**config.mk**
```make
export PLATFORM = sky130hd
export DESIGN_NAME = integer_printf_formatter_unit
export DESIGN_NICKNAME = d
export VERILOG_FILES = /design/src/rtl/ipf_pkg.sv /design/src/rtl/ipf_digits.sv /design/src/rtl/integer_printf_formatter_unit.sv
export SDC_FILE = /design/constraint.sdc
export NUM_CORES = 1
export LEC_CHECK = 0
export BUFFER_PORTS_ARGS = -buffer_cell sky130_fd_sc_hd__buf_2
export CAP_MARGIN = 25
export CORE_MARGIN = 4
export CORE_UTILIZATION = 35
export CTS_CLUSTER_DIAMETER = 150
export DETAILED_ROUTE_END_ITERATION = 10
export GPL_ROUTABILITY_DRIVEN = 0
export MAX_ROUTING_LAYER = met4
export PLACE_DENSITY = 0.49
export SYNTH_ARGS = -nofsm -noshare
export SYNTH_HDL_FRONTEND = slang
export SYNTH_SLANG_ARGS = --single-unit
```
**constraint.sdc**
```tcl
create_clock -name clk -period 6.8 [get_ports clk]
set_input_delay 0.34 -clock clk [delete_from_list [all_inputs] [get_ports clk]]
set_output_delay 0.34 -clock clk [all_outputs]
set_load 0.01 [all_outputs]
```
**src/rtl/ipf_pkg.sv**
```systemverilog
`timescale 1ns / 1ps

package ipf_pkg;

    // Default for the longest field handed out; longer fields are cut short.
    localparam int MAX_WIDTH_DEF = 63;

    // Decimal digits of a 32-bit magnitude, and the packed BCD register width.
    localparam int NUM_DIGITS = 10;
    localparam int BCD_W      = 4 * NUM_DIGITS;
    localparam int VALUE_W    = 32;
    localparam int DIG_CNT_W  = 4;

    // Longest possible field: sign plus 63 precision zeros and digits together.
    localparam int LEN_W = 7;

    // Conversion kinds.
    localparam logic [1:0] ACT_SDEC  = 2'd0;
    localparam logic [1:0] ACT_UDEC  = 2'd1;
    localparam logic [1:0] ACT_LHEX  = 2'd2;
    localparam logic [1:0] ACT_UHEX  = 2'd3;

    // ASCII codes.
    localparam logic [6:0] CH_NUL     = 7'h00;
    localparam logic [6:0] CH_BLANK   = 7'h20;
    localparam logic [6:0] CH_MINUS   = 7'h2D;
    localparam logic [6:0] CH_ZERO    = 7'h30;
    localparam logic [6:0] CH_UPPER_A = 7'h41;
    localparam logic [6:0] CH_LOWER_A = 7'h61;
    localparam logic [3:0] DIGIT_TEN  = 4'd10;

    typedef struct packed {
        logic start;     // begin converting a new magnitude
        logic hex;       // base 16 instead of base 10
        logic suppress;  // zero value with zero precision: no digits at all
        logic shift;     // the top digit was consumed, move the next one up
    } dig_ctrl_t;

    typedef struct packed {
        logic                 done;
        logic [DIG_CNT_W-1:0] nd;    // significant digits, 0 only when suppressed
        logic [3:0]           top;   // most significant remaining digit
    } dig_stat_t;

    function automatic logic [6:0] digit_char(input logic [3:0] d, input logic upper);
        logic [6:0] base_ch;
        begin
            base_ch = upper ? CH_UPPER_A : CH_LOWER_A;
            if (d < DIGIT_TEN)
            begin
                digit_char = CH_ZERO + {3'b000, d};
            end
            else
            begin
                digit_char = base_ch + {3'b000, d - DIGIT_TEN};
            end
        end
    endfunction

endpackage

```
**src/rtl/ipf_digits.sv**
```systemverilog
`timescale 1ns / 1ps

// Serial digit generator. Decimal values go through a shift-and-add-3
// converter one bit per cycle; hex values load their nibbles directly.
// Leading zero digits are then shifted out one per cycle, and the digits
// leave from the top of the register one per shift request.
module ipf_digits (
    input  logic                           clk,
    input  logic                           rst_n,
    input  ipf_pkg::dig_ctrl_t             ctrl,
    input  logic [ipf_pkg::VALUE_W-1:0]    mag,
    output ipf_pkg::dig_stat_t             stat
);
    import ipf_pkg::*;

    localparam logic [1:0] PH_IDLE = 2'd0;
    localparam logic [1:0] PH_CONV = 2'd1;
    localparam logic [1:0] PH_NORM = 2'd2;
    localparam logic [1:0] PH_DONE = 2'd3;

    localparam int BIT_CNT_W = $clog2(VALUE_W);

    logic [1:0]           phase_reg, phase_next;
    logic [VALUE_W-1:0]   bin_reg, bin_next;
    logic [BCD_W-1:0]     bcd_reg, bcd_next;
    logic [BIT_CNT_W-1:0] cnt_reg, cnt_next;
    logic [DIG_CNT_W-1:0] nd_reg, nd_next;
    logic [BCD_W-1:0]     bcd_adj;

    // Add 3 to every BCD digit of 5 or more before the next doubling.
    always_comb
    begin
        for (int i = 0; i < NUM_DIGITS; i++)
        begin
            if (bcd_reg[4*i +: 4] >= 4'd5)
            begin
                bcd_adj[4*i +: 4] = bcd_reg[4*i +: 4] + 4'd3;
            end
            else
            begin
                bcd_adj[4*i +: 4] = bcd_reg[4*i +: 4];
            end
        end
    end

    always_comb
    begin
        phase_next = phase_reg;
        bin_next   = bin_reg;
        bcd_next   = bcd_reg;
        cnt_next   = cnt_reg;
        nd_next    = nd_reg;
        if (ctrl.start)
        begin
            cnt_next = '0;
            bin_next = mag;
            if (ctrl.suppress)
            begin
                nd_next    = '0;
                phase_next = PH_DONE;
            end
            else if (ctrl.hex)
            begin
                nd_next    = DIG_CNT_W'(NUM_DIGITS);
                bcd_next   = {{(BCD_W-VALUE_W){1'b0}}, mag};
                phase_next = PH_NORM;
            end
            else
            begin
                nd_next    = DIG_CNT_W'(NUM_DIGITS);
                bcd_next   = '0;
                phase_next = PH_CONV;
            end
        end
        else
        begin
            unique case (phase_reg)
                PH_CONV:
                begin
                    bcd_next = {bcd_adj[BCD_W-2:0], bin_reg[VALUE_W-1]};
                    bin_next = {bin_reg[VALUE_W-2:0], 1'b0};
                    cnt_next = cnt_reg + 1'b1;
                    if (cnt_reg == BIT_CNT_W'(VALUE_W - 1))
                    begin
                        phase_next = PH_NORM;
                    end
                end
                PH_NORM:
                begin
                    if ((bcd_reg[BCD_W-1 -: 4] == 4'd0) && (nd_reg > 4'd1))
                    begin
                        bcd_next = {bcd_reg[BCD_W-5:0], 4'd0};
                        nd_next  = nd_reg - 1'b1;
                    end
                    else
                    begin
                        phase_next = PH_DONE;
                    end
                end
                PH_DONE:
                begin
                    if (ctrl.shift)
                    begin
                        bcd_next = {bcd_reg[BCD_W-5:0], 4'd0};
                    end
                end
                default:
                begin
                    phase_next = PH_IDLE;
                end
            endcase
        end
    end

    always_ff @(posedge clk or negedge rst_n)
    begin
        if (!rst_n)
        begin
            phase_reg <= PH_IDLE;
        end
        else
        begin
            phase_reg <= phase_next;
        end
    end

    always_ff @(posedge clk)
    begin
        bin_reg <= bin_next;
        bcd_reg <= bcd_next;
        cnt_reg <= cnt_next;
        nd_reg  <= nd_next;
    end

    assign stat.done = (phase_reg == PH_DONE);
    assign stat.nd   = nd_reg;
    assign stat.top  = bcd_reg[BCD_W-1 -: 4];

endmodule

```
**src/rtl/integer_printf_formatter_unit.sv**
```systemverilog
`timescale 1ns / 1ps

// Integer printf formatter (%d, %u, %x, %X). Each request on the slave side
// carries one 32-bit value with its field width, optional precision and the
// left-justify and zero-pad flags; the block answers with the formatted ASCII
// characters, one per master-side transfer, in the order leading blanks,
// minus sign, leading zeros, digits, trailing blanks, with tlast on the final
// one. A conversion that produces no character at all still sends a single
// transfer with character code 0, tlast high and the empty flag in tuser.
// Fields longer than MAX_WIDTH characters are cut to MAX_WIDTH. The minus sign
// always precedes zero padding, and zero padding is dropped when left
// justification or a precision is given. One request is in work at a time.
// Decimal conversions pass through the bit-serial binary-to-BCD converter,
// the removal of leading zero digits, the hand-off to planning, the planning
// and sizing states and the output register before the first character
// leaves; hex conversions skip the converter, and a zero value with zero
// precision skips the digit work altogether. After that one character leaves
// per cycle while the master side accepts it, and a new request can be taken
// once the last character is registered, while that character may still wait
// on the master side.
module integer_printf_formatter_unit #(
    parameter int MAX_WIDTH = ipf_pkg::MAX_WIDTH_DEF
) (
    input  logic        clk,
    input  logic        rst_n,
    input  logic        s_tvalid,
    output logic        s_tready,
    // value[31:0], field_width[37:32], has_precision[38], precision[44:39],
    // left_justify[45], zero_pad[46], zero fill[47]
    input  logic [47:0] s_tdata,
    // action[1:0]
    input  logic [1:0]  s_tuser,
    output logic        m_tvalid,
    input  logic        m_tready,
    // char_code[6:0], position[12:7], zero fill[15:13]
    output logic [15:0] m_tdata,
    output logic        m_tlast,
    // empty_res[0]
    output logic        m_tuser
);
    import ipf_pkg::*;

    localparam int MW_W  = $clog2(MAX_WIDTH + 1);
    localparam int CNT_W = (MW_W > LEN_W) ? MW_W : LEN_W;

    localparam logic [2:0] S_IDLE = 3'd0;
    localparam logic [2:0] S_DIG  = 3'd1;
    localparam logic [2:0] S_PLAN = 3'd2;
    localparam logic [2:0] S_SIZE = 3'd3;
    localparam logic [2:0] S_EMIT = 3'd4;

    // Request fields.
    logic [1:0]         in_action;
    logic [VALUE_W-1:0] in_value;
    logic [5:0]         in_width;
    logic               in_hp;
    logic [5:0]         in_prec;
    logic               in_ljust;
    logic               in_zpad;
    logic               in_neg;
    logic               accept;

    assign in_action = s_tuser;
    assign in_value  = s_tdata[31:0];
    assign in_width  = s_tdata[37:32];
    assign in_hp     = s_tdata[38];
    assign in_prec   = s_tdata[44:39];
    assign in_ljust  = s_tdata[45];
    assign in_zpad   = s_tdata[46];
    assign in_neg    = (in_action == ACT_SDEC) && in_value[VALUE_W-1];

    logic [2:0]           state_reg, state_next;
    logic [5:0]           width_reg, width_next;
    logic                 hp_reg, hp_next;
    logic [5:0]           prec_reg, prec_next;
    logic                 ljust_reg, ljust_next;
    logic                 zpad_reg, zpad_next;
    logic                 neg_reg, neg_next;
    logic                 upper_reg, upper_next;
    logic [5:0]           zeros_reg, zeros_next;
    logic [LEN_W-1:0]     body_reg, body_next;
    logic [5:0]           blank_cnt_reg, blank_cnt_next;
    logic                 neg_left_reg, neg_left_next;
    logic [5:0]           zero_cnt_reg, zero_cnt_next;
    logic [DIG_CNT_W-1:0] dig_cnt_reg, dig_cnt_next;
    logic [5:0]           trail_cnt_reg, trail_cnt_next;
    logic [CNT_W-1:0]     pos_reg, pos_next;
    logic [CNT_W-1:0]     total_reg, total_next;
    logic                 out_valid_reg, out_valid_next;
    logic [6:0]           out_char_reg, out_char_next;
    logic [5:0]           out_pos_reg, out_pos_next;
    logic                 out_last_reg, out_last_next;
    logic                 out_empty_reg, out_empty_next;

    dig_ctrl_t dig_ctrl;
    dig_stat_t dig_stat;
    logic      dig_shift;
    logic      emit_fire;

    // Planning arithmetic, all on narrow values.
    logic [5:0]       nd_ext;
    logic [LEN_W-1:0] width_ext;
    logic [5:0]       pad_len;
    logic [LEN_W-1:0] field_len;
    logic [CNT_W-1:0] field_ext;
    logic [CNT_W-1:0] cap_len;

    assign accept = s_tvalid && s_tready;
    assign nd_ext = {2'b00, dig_stat.nd};
    assign width_ext = {1'b0, width_reg};
    assign pad_len = (width_ext > body_reg) ? 6'(width_ext - body_reg) : 6'd0;
    assign field_len = (width_ext > body_reg) ? width_ext : body_reg;
    assign field_ext = CNT_W'(field_len);
    assign cap_len = (field_ext > CNT_W'(MAX_WIDTH)) ? CNT_W'(MAX_WIDTH) : field_ext;

    assign emit_fire = (state_reg == S_EMIT) && (!out_valid_reg || m_tready);

    assign dig_ctrl.start    = accept;
    assign dig_ctrl.hex      = in_action[1];
    assign dig_ctrl.suppress = in_hp && (in_prec == 6'd0) && (in_value == '0);
    assign dig_ctrl.shift    = dig_shift;

    ipf_digits u_digits (
        .clk   (clk),
        .rst_n (rst_n),
        .ctrl  (dig_ctrl),
        .mag   (in_neg ? (~in_value + 32'd1) : in_value),
        .stat  (dig_stat)
    );

    always_comb
    begin
        state_next     = state_reg;
        width_next     = width_reg;
        hp_next        = hp_reg;
        prec_next      = prec_reg;
        ljust_next     = ljust_reg;
        zpad_next      = zpad_reg;
        neg_next       = neg_reg;
        upper_next     = upper_reg;
        zeros_next     = zeros_reg;
        body_next      = body_reg;
        blank_cnt_next = blank_cnt_reg;
        neg_left_next  = neg_left_reg;
        zero_cnt_next  = zero_cnt_reg;
        dig_cnt_next   = dig_cnt_reg;
        trail_cnt_next = trail_cnt_reg;
        pos_next       = pos_reg;
        total_next     = total_reg;
        out_valid_next = out_valid_reg && !m_tready;
        out_char_next  = out_char_reg;
        out_pos_next   = out_pos_reg;
        out_last_next  = out_last_reg;
        out_empty_next = out_empty_reg;
        dig_shift      = 1'b0;

        unique case (state_reg)
            S_IDLE:
            begin
                if (accept)
                begin
                    width_next = in_width;
                    hp_next    = in_hp;
                    prec_next  = in_prec;
                    ljust_next = in_ljust;
                    zpad_next  = in_zpad;
                    neg_next   = in_neg;
                    upper_next = (in_action == ACT_UHEX);
                    state_next = S_DIG;
                end
            end
            S_DIG:
            begin
                if (dig_stat.done)
                begin
                    state_next = S_PLAN;
                end
            end
            S_PLAN:
            begin
                // Precision zeros, then sign plus zeros plus digits.
                zeros_next = (hp_reg && (prec_reg > nd_ext)) ? (prec_reg - nd_ext) : 6'd0;
                body_next  = LEN_W'(neg_reg) + LEN_W'(zeros_next) + LEN_W'(dig_stat.nd);
                state_next = S_SIZE;
            end
            S_SIZE:
            begin
                // Lay out the runs: blanks, sign, zeros, digits, blanks.
                neg_left_next = neg_reg;
                dig_cnt_next  = dig_stat.nd;
                pos_next      = '0;
                total_next    = cap_len;
                if (ljust_reg)
                begin
                    blank_cnt_next = 6'd0;
                    zero_cnt_next  = zeros_reg;
                    trail_cnt_next = pad_len;
                end
                else if (zpad_reg && !hp_reg)
                begin
                    blank_cnt_next = 6'd0;
                    zero_cnt_next  = pad_len;
                    trail_cnt_next = 6'd0;
                end
                else
                begin
                    blank_cnt_next = pad_len;
                    zero_cnt_next  = zeros_reg;
                    trail_cnt_next = 6'd0;
                end
                state_next = S_EMIT;
            end
            S_EMIT:
            begin
                if (emit_fire)
                begin
                    out_valid_next = 1'b1;
                    out_pos_next   = pos_reg[5:0];
                    if (total_reg == '0)
                    begin
                        out_char_next  = CH_NUL;
                        out_last_next  = 1'b1;
                        out_empty_next = 1'b1;
                        state_next     = S_IDLE;
                    end
                    else
                    begin
                        out_empty_next = 1'b0;
                        out_last_next  = (pos_reg + 1'b1 == total_reg);
                        pos_next       = pos_reg + 1'b1;
                        if (pos_reg + 1'b1 == total_reg)
                        begin
                            state_next = S_IDLE;
                        end
                        priority if (blank_cnt_reg != 6'd0)
                        begin
                            out_char_next  = CH_BLANK;
                            blank_cnt_next = blank_cnt_reg - 1'b1;
                        end
                        else if (neg_left_reg)
                        begin
                            out_char_next = CH_MINUS;
                            neg_left_next = 1'b0;
                        end
                        else if (zero_cnt_reg != 6'd0)
                        begin
                            out_char_next = CH_ZERO;
                            zero_cnt_next = zero_cnt_reg - 1'b1;
                        end
                        else if (dig_cnt_reg != '0)
                        begin
                            out_char_next = digit_char(dig_stat.top, upper_reg);
                            dig_cnt_next  = dig_cnt_reg - 1'b1;
                            dig_shift     = 1'b1;
                        end
                        else
                        begin
                            out_char_next  = CH_BLANK;
                            trail_cnt_next = trail_cnt_reg - 1'b1;
                        end
                    end
                end
            end
            default:
            begin
                state_next = S_IDLE;
            end
        endcase
    end

    always_ff @(posedge clk or negedge rst_n)
    begin
        if (!rst_n)
        begin
            state_reg     <= S_IDLE;
            out_valid_reg <= 1'b0;
        end
        else
        begin
            state_reg     <= state_next;
            out_valid_reg <= out_valid_next;
        end
    end

    always_ff @(posedge clk)
    begin
        width_reg     <= width_next;
        hp_reg        <= hp_next;
        prec_reg      <= prec_next;
        ljust_reg     <= ljust_next;
        zpad_reg      <= zpad_next;
        neg_reg       <= neg_next;
        upper_reg     <= upper_next;
        zeros_reg     <= zeros_next;
        body_reg      <= body_next;
        blank_cnt_reg <= blank_cnt_next;
        neg_left_reg  <= neg_left_next;
        zero_cnt_reg  <= zero_cnt_next;
        dig_cnt_reg   <= dig_cnt_next;
        trail_cnt_reg <= trail_cnt_next;
        pos_reg       <= pos_next;
        total_reg     <= total_next;
        out_char_reg  <= out_char_next;
        out_pos_reg   <= out_pos_next;
        out_last_reg  <= out_last_next;
        out_empty_reg <= out_empty_next;
    end

    assign s_tready = (state_reg == S_IDLE);
    assign m_tvalid = out_valid_reg;
    assign m_tdata  = {3'b000, out_pos_reg, out_char_reg};
    assign m_tlast  = out_last_reg;
    assign m_tuser  = out_empty_reg;

    // An empty conversion is a single NUL that also closes the conversion.
    ast_empty_last: assert property (@(posedge clk) disable iff (!rst_n)
        (m_tvalid && m_tuser) |-> (m_tlast && (m_tdata[6:0] == CH_NUL)))
        else $error("empty result without tlast or with a character");

    // Characters are only produced once the digit unit has finished.
    ast_emit_after_digits: assert property (@(posedge clk) disable iff (!rst_n)
        (state_reg == S_EMIT) |-> dig_stat.done)
        else $error("emitting before the digits are ready");

    // The digit count never exceeds what a 32-bit value can need.
    ast_digit_count: assert property (@(posedge clk) disable iff (!rst_n)
        (state_reg == S_PLAN) |-> (dig_stat.nd <= DIG_CNT_W'(NUM_DIGITS)))
        else $error("digit count out of range");

    // A digit is only taken from the converter while digits remain.
    ast_digit_shift: assert property (@(posedge clk) disable iff (!rst_n)
        dig_shift |-> (dig_cnt_reg != '0))
        else $error("digit shifted with none left");

    // Positions stay inside the truncated field.
    ast_pos_cap: assert property (@(posedge clk) disable iff (!rst_n)
        (m_tvalid && !m_tuser) |-> (CNT_W'(out_pos_reg) < CNT_W'(MAX_WIDTH)))
        else $error("character beyond the maximum field width");

endmodule
```
After elaboration in Yosys (flattened, before gate mapping)
Index checks and enable logic that the tools add are counted.

storage, ports and cells
  register bits = 163
  input port bits = 54
  output and inout bits = 20
  word-level logic and storage cells = 220

cells by class
  $add $sub $neg = 24
  $lt $le $gt $ge = 15
  eq/ne operators = 27
  mux-type cells = 82
  bitwise logic cells = 2
  reduce and logical (&&, ||, !) cells = 41

operator list
  kind                                                   count
  2-to-1 mux 40 bit                                      4
  2-to-1 mux 32 bit                                      4
  one-hot mux 40 bit (3 select lines)                    1
  2-to-1 mux 6 bit                                       19
  2-to-1 mux 4 bit                                       19
  >= comparator 4 x 3 -> 1 bit, second input constant    10
  adder 4 x 2 -> 4 bit, second input constant            9
  adder 32 x 1 -> 32 bit, second input constant          1
  zero test 32 bit                                       1
  NOT 32 bit                                             1
  2-to-1 mux 7 bit                                       4
  one-hot mux 6 bit (2 select lines)                     2
  2-to-1 mux 3 bit                                       6
  inequality test 2 bit, second input constant           8
  AND reduction 4 bit                                    4
  one-hot mux 3 bit (5 select lines)                     1
  adder 7 x 4 -> 7 bit                                   2
  one-hot mux 7 bit (2 select lines)                     1
  2-to-1 mux 1 bit                                       13
  nonzero test 6 bit                                     2
  subtractor 6 x 1 -> 6 bit, second input constant       2
  2-to-1 mux 2 bit                                       5
  logical AND 1 bit                                      9
  inequality test 3 x 2 -> 1 bit, second input constant  3
  other kinds (44)                                       60

Logic depth before layout (Yosys ltp)
  depth in word-level cells = 11
  depth in mapped cells = 16
  depth with buffers taken out = 16

Cells and area by module
Synthesis repeated with hierarchy kept, for this count alone.

unflattened totals
  cell total of the unflattened synthesis = 936
  area total of the unflattened synthesis = 9999.6 um^2

by module, submodules not included
  module                         times used  cells each  area an instance (um^2)  seq. area each (um^2)
  ipf_digits                     1           466         5022.3                   2432.3
  integer_printf_formatter_unit  1           470         4977.3                   2382.3

Least setup slack after synthesis
Ideal clock, no wire load.

  path kind = register -> register
  start point = reg zero_cnt_reg[2]
  end point = reg u_digits.bcd_reg[0], enable pin
  library setup time = 401 ps
  arrival = 2581 ps
  data required time = 6399 ps
  slack = 3819 ps
  cell stages (with the launch flop) = 7
  buffers on the path = 0
  period minus slack after synthesis = 2981 ps
  cells stage by stage = edfxtp_1 or3_1 and4bb_1 nor3b_2 nand2_1 o22ai_1 a22o_1

between the ends
  word-level cells in the longest chain between the ends = 9

ends and longest elaborated chain
  element                                   RTL line                              RTL
  start: declaration                        integer_printf_formatter_unit.sv:84   logic [5:0] zero_cnt_reg, zero_cnt_next;
  start signal: assignment                  integer_printf_formatter_unit.sv:298  zero_cnt_reg <= zero_cnt_next;
  nonzero test 6 bit                        integer_printf_formatter_unit.sv:245  else if (zero_cnt_reg != 6'd0)
  2-to-1 mux 1 bit                          integer_printf_formatter_unit.sv:245
  2-to-1 mux 1 bit                          integer_printf_formatter_unit.sv:240  else if (neg_left_reg)
  2-to-1 mux 1 bit                          integer_printf_formatter_unit.sv:235  priority if (blank_cnt_reg != 6'd0)
  2-to-1 mux 1 bit                          integer_printf_formatter_unit.sv:219  if (total_reg == '0)
  2-to-1 mux 1 bit                          integer_printf_formatter_unit.sv:215  if (emit_fire)
  2-to-1 mux 1 bit                          integer_printf_formatter_unit.sv:157  unique case (state_reg)
  inequality test 3 x 2 -> 1 bit (no line)  --
  AND reduction 4 bit (no line)             --
  end signal: assignment                    ipf_digits.sv:130                     bcd_reg <= bcd_next;
  end: declaration                          ipf_digits.sv:25                      logic [BCD_W-1:0] bcd_reg, bcd_next;

No other way between the ends.
A chain may end at the register's enable or synchronous reset.

Worst setup path in the final report
  start point = reg u_digits.nd_reg[0]
  end point = reg body_reg[5] (data pin)

between the ends
  word-level cells in the longest chain between the ends = 5
  elaborated cells between the ends (all ways) = 6
  classes of those cells = add/sub (3); order compare (1); mux (1); reduce/logical (1)

ends and longest elaborated chain
  element                                 RTL line                              RTL
  start: declaration                      ipf_digits.sv:27                      logic [DIG_CNT_W-1:0] nd_reg, nd_next;
  start signal: assignment                ipf_digits.sv:132                     nd_reg <= nd_next;
  greater-than comparator 6 x 4 -> 1 bit  integer_printf_formatter_unit.sv:182  zeros_next = (hp_reg && (prec_reg > nd_ext)) ? (prec_reg - nd_ext) : 6'd0;
  logical AND 1 bit                       integer_printf_formatter_unit.sv:182
  2-to-1 mux 6 bit                        integer_printf_formatter_unit.sv:182
  adder 1 x 6 -> 7 bit                    integer_printf_formatter_unit.sv:183  body_next = LEN_W'(neg_reg) + LEN_W'(zeros_next) + LEN_W'(dig_stat.nd);
  adder 7 x 4 -> 7 bit *                  integer_printf_formatter_unit.sv:183
  end signal: assignment                  integer_printf_formatter_unit.sv:295  body_reg <= body_next;
  end: declaration                        integer_printf_formatter_unit.sv:81   logic [LEN_W-1:0] body_reg, body_next;

Every way passes the cells marked *; elsewhere a longest branch is shown, timed or not.

==> results.sh <==
export IMPL_outcome="completed"
export IMPL_critPathKind="reg -> reg"
export IMPL_layout_nets=1167
export IMPL_yosys_warnings=0
export IMPL_syn_inst=1002
export IMPL_grt_usage=0.1564
export IMPL_start_util=0.3556
export IMPL_postCtsHoldBufs=1
export IMPL_report_final_hold_viol_count=0
export IMPL_antenna_cells=0
export IMPL_m1WireLength_um=12160
export IMPL_cts_resized=0
export IMPL_grt_pass1_wl_um=37810
export IMPL_cp_max_fo=8
export IMPL_drv_cap=0
export IMPL_crit_path_end_kind="register"
export IMPL_areaGrowthSynthToFinish_pct=14.30
export IMPL_row_count=61
export IMPL_drtIter0Drc=374
export IMPL_drc=0
export IMPL_rsz0062_at_grt="false"
export IMPL_dp_hpwl_um=16340
export IMPL_io_pin_count=74
export IMPL_clkLatencyLatePin_ns=0.43
export IMPL_clock_path_buffers=2
export IMPL_wl_met3_um=780
export IMPL_antenna_left=0
export IMPL_clkTransAtPathRegs_ns=0.08
export IMPL_grt_pass1_vias=7008
export IMPL_wl_met2_um=10360
export IMPL_coreArea_um2=27780
export IMPL_holdCritPathClass="in -> reg"
export IMPL_tightest_slew_ns=0.7902
export IMPL_p_leak_nw=4.365
export IMPL_cts_setup_buffers=0
export IMPL_drive_gt1_frac=0.1249
export IMPL_setup_worst_path_start_class="register"
export IMPL_wl_um=23530
export IMPL_die_area_um2=30980
export IMPL_htreeDepth=4
export IMPL_antenna_found_initial=0
export IMPL_syn_avg_cell_area_um2=9.859
export IMPL_routed_via_density=5.097
export IMPL_clock_sinks=163
export IMPL_place_area_um2=10590
export IMPL_dr_pass1_iters=5
export IMPL_synth_seq_cells=163
export IMPL_via_count=7396
export IMPL_synth_edff_count=152
export IMPL_routedWlPerCell_um=16.22
export IMPL_synthArstFlopShare=0.03681
export IMPL_grt_ovfl_total=0
export IMPL_tns_ns=0
export IMPL_final_setup_skew_ns=0.01199
export IMPL_ys_dominant_reg_cell="edfxtp_1"
export IMPL_clockRootBuffer="clkbuf_16"
export IMPL_fin_crit_ns=3.292
export IMPL_cts_tree="built"
export IMPL_worstPathRequired_ns=6.97
export IMPL_power_density_nw_per_um2=471.8
export IMPL_grt_max_degree=80
export IMPL_setup_violations_final=0
export IMPL_syn_cell_area_um2=9878
export IMPL_die_x_um=176
export IMPL_ys_seq_area_frac=0.4874
export IMPL_portBuffers=69
export IMPL_power_mw=5.327
export IMPL_critPathArrivalTime_ns=3.46
export IMPL_largest_reg_flops=40
export IMPL_max_freq_mhz=303.7
export IMPL_top_layer_used="met4"
export IMPL_timing_final_crit_share=0.4842
export IMPL_cts_buffers=17
export IMPL_synth_cell_types=71
export IMPL_maxSlewViolCount=0
export IMPL_relSlewSlack=0.4732
export IMPL_die_h_um=176
export IMPL_finalInstanceArea_um2=11290
export IMPL_vdd_drop_max_mv=0.2550
per-stage QoR:
step	setup slack (ns)	hold slack, ns	std cells	utilization
6_report	3.508	0.08066	1451	0.4064
5_1_grt	3.255	0.05875	1451	0.4064
4_1_cts	3.478	0.06237	1448	0.4045
3_5_place_dp	3.494	0.1803	1415	0.3811
3_3_place_gp	3.526	0.1853	1415	0.3811
2_1_floorplan	3.819	0.04441	1005	-
where the power goes:
group | switching (mW) | leakage [nW] | internal (mW)
sequential | 0.303 | 1.54 | 1.73
combinational | 1.35 | 2.51 | 0.878
clock | 0.445 | 0.312 | 0.627
total | 2.10 | 4.37 | 3.23
path summary, 6_finish.rpt:
kind | from | end | depth (start not counted) | slack [ns]
setup / recovery | u_digits.nd_reg[0]$_SDFFCE_PP0P_ | body_reg[5]$_DFFE_PN_ | 15 | 3.51
hold / removal | s_tdata[35] | width_reg[3]$_DFFE_PP_ | 1 | 0.08
setup reg to reg | u_digits.nd_reg[0]$_SDFFCE_PP0P_ | body_reg[5]$_DFFE_PN_ | 15 | 3.51
hold reg to reg | u_digits.cnt_reg[4]$_SDFFE_PP0P_ | u_digits.cnt_reg[4]$_SDFFE_PP0P_ | 2 | 0.51
max in group asynchronous | rst_n | u_digits.phase_reg[1]$_DFFE_PN0P_ | 2 | 6.36
min in group asynchronous | rst_n | m_tvalid$_DFF_PN0_ | 2 | 0.28
critical path, stage by stage (launching register included):
cell and delay (ns):
edfxtp_1 0.52, ha_1 0.27, fa_1 0.38, nor2b_1 0.17, o21ai_1 0.09, a21oi_1 0.15, o21ai_1 0.16, or2_2 0.35
inv_1 0.08, ha_1 0.16, nor2_1 0.06, nand2_1 0.06, o21ai_0 0.08, a31oi_1 0.22, o311ai_1 0.14, xnor2_1 0.16
Yosys cell counts (all sizes together), types with 6 or more instances:
cell      n  area share
nor2b     6      0.0038
buf      11      0.0060
xnor2    54       0.048
o21ai    67       0.034
ha       50       0.063
xor2     25       0.022
o21a      6      0.0046
nand3    22       0.012
nand2b   20       0.013
a31oi    24       0.015
o22ai    11      0.0070
a21oi   122       0.062
nor2     87       0.034
nand2   103       0.039
and3     10      0.0063
mux2i     9      0.0091
clkbuf   32       0.012
dfrtp     6       0.015
nor3b     7      0.0070
nor4      8      0.0085
nor3     22       0.012
inv      63       0.024
o31ai     8      0.0061
edfxtp  152        0.46
a211o     6      0.0053
kinds of logic after synthesis:
kind of cell / share of synthesized area
adders and majority gates: 0.06941
and+or+nand+nor: 0.1614
other: 0.0003796
AOI/OAI and AO/OA: 0.1591
xor gates and xnor gates: 0.07004
DFF: 0.4874
muxes: 0.01026
buffers and inverters: 0.04205
cell usage in the layout (no fill, tap or decap), types with 11 or more instances in the layout:
master,instances
a21oi_1,121
a31oi_1,24
buf_2,69
clkbuf_16,17
edfxtp_1,152
ha_1,50
inv_1,61
nand2_1,102
nand2b_1,20
nand3_1,21
nor2_1,86
nor3_1,21
o21ai_0,27
o21ai_1,40
o22ai_1,11
xnor2_1,54
xor2_1,25
final cells by class:
type / instances / area, um^2
Clock inverter: 15 / 214.0
Tap cell: 378 / 473.0
Inverter: 63 / 236.5
Clock buffer: 17 / 425.4
Sequential cell: 163 / 4815
Fill cell: 2778 / 16490
Multi-Input combinational cell: 736 / 4673
Timing Repair Buffer: 79 / 454.2
metal layers:
layer  GRT usage  up-vias
met5           -        -
met4     0.03899        0
met3     0.02120       15
met2      0.2309      135
met1      0.2288     3526
li1            -     3720
Power figures use the tool's default switching activity.
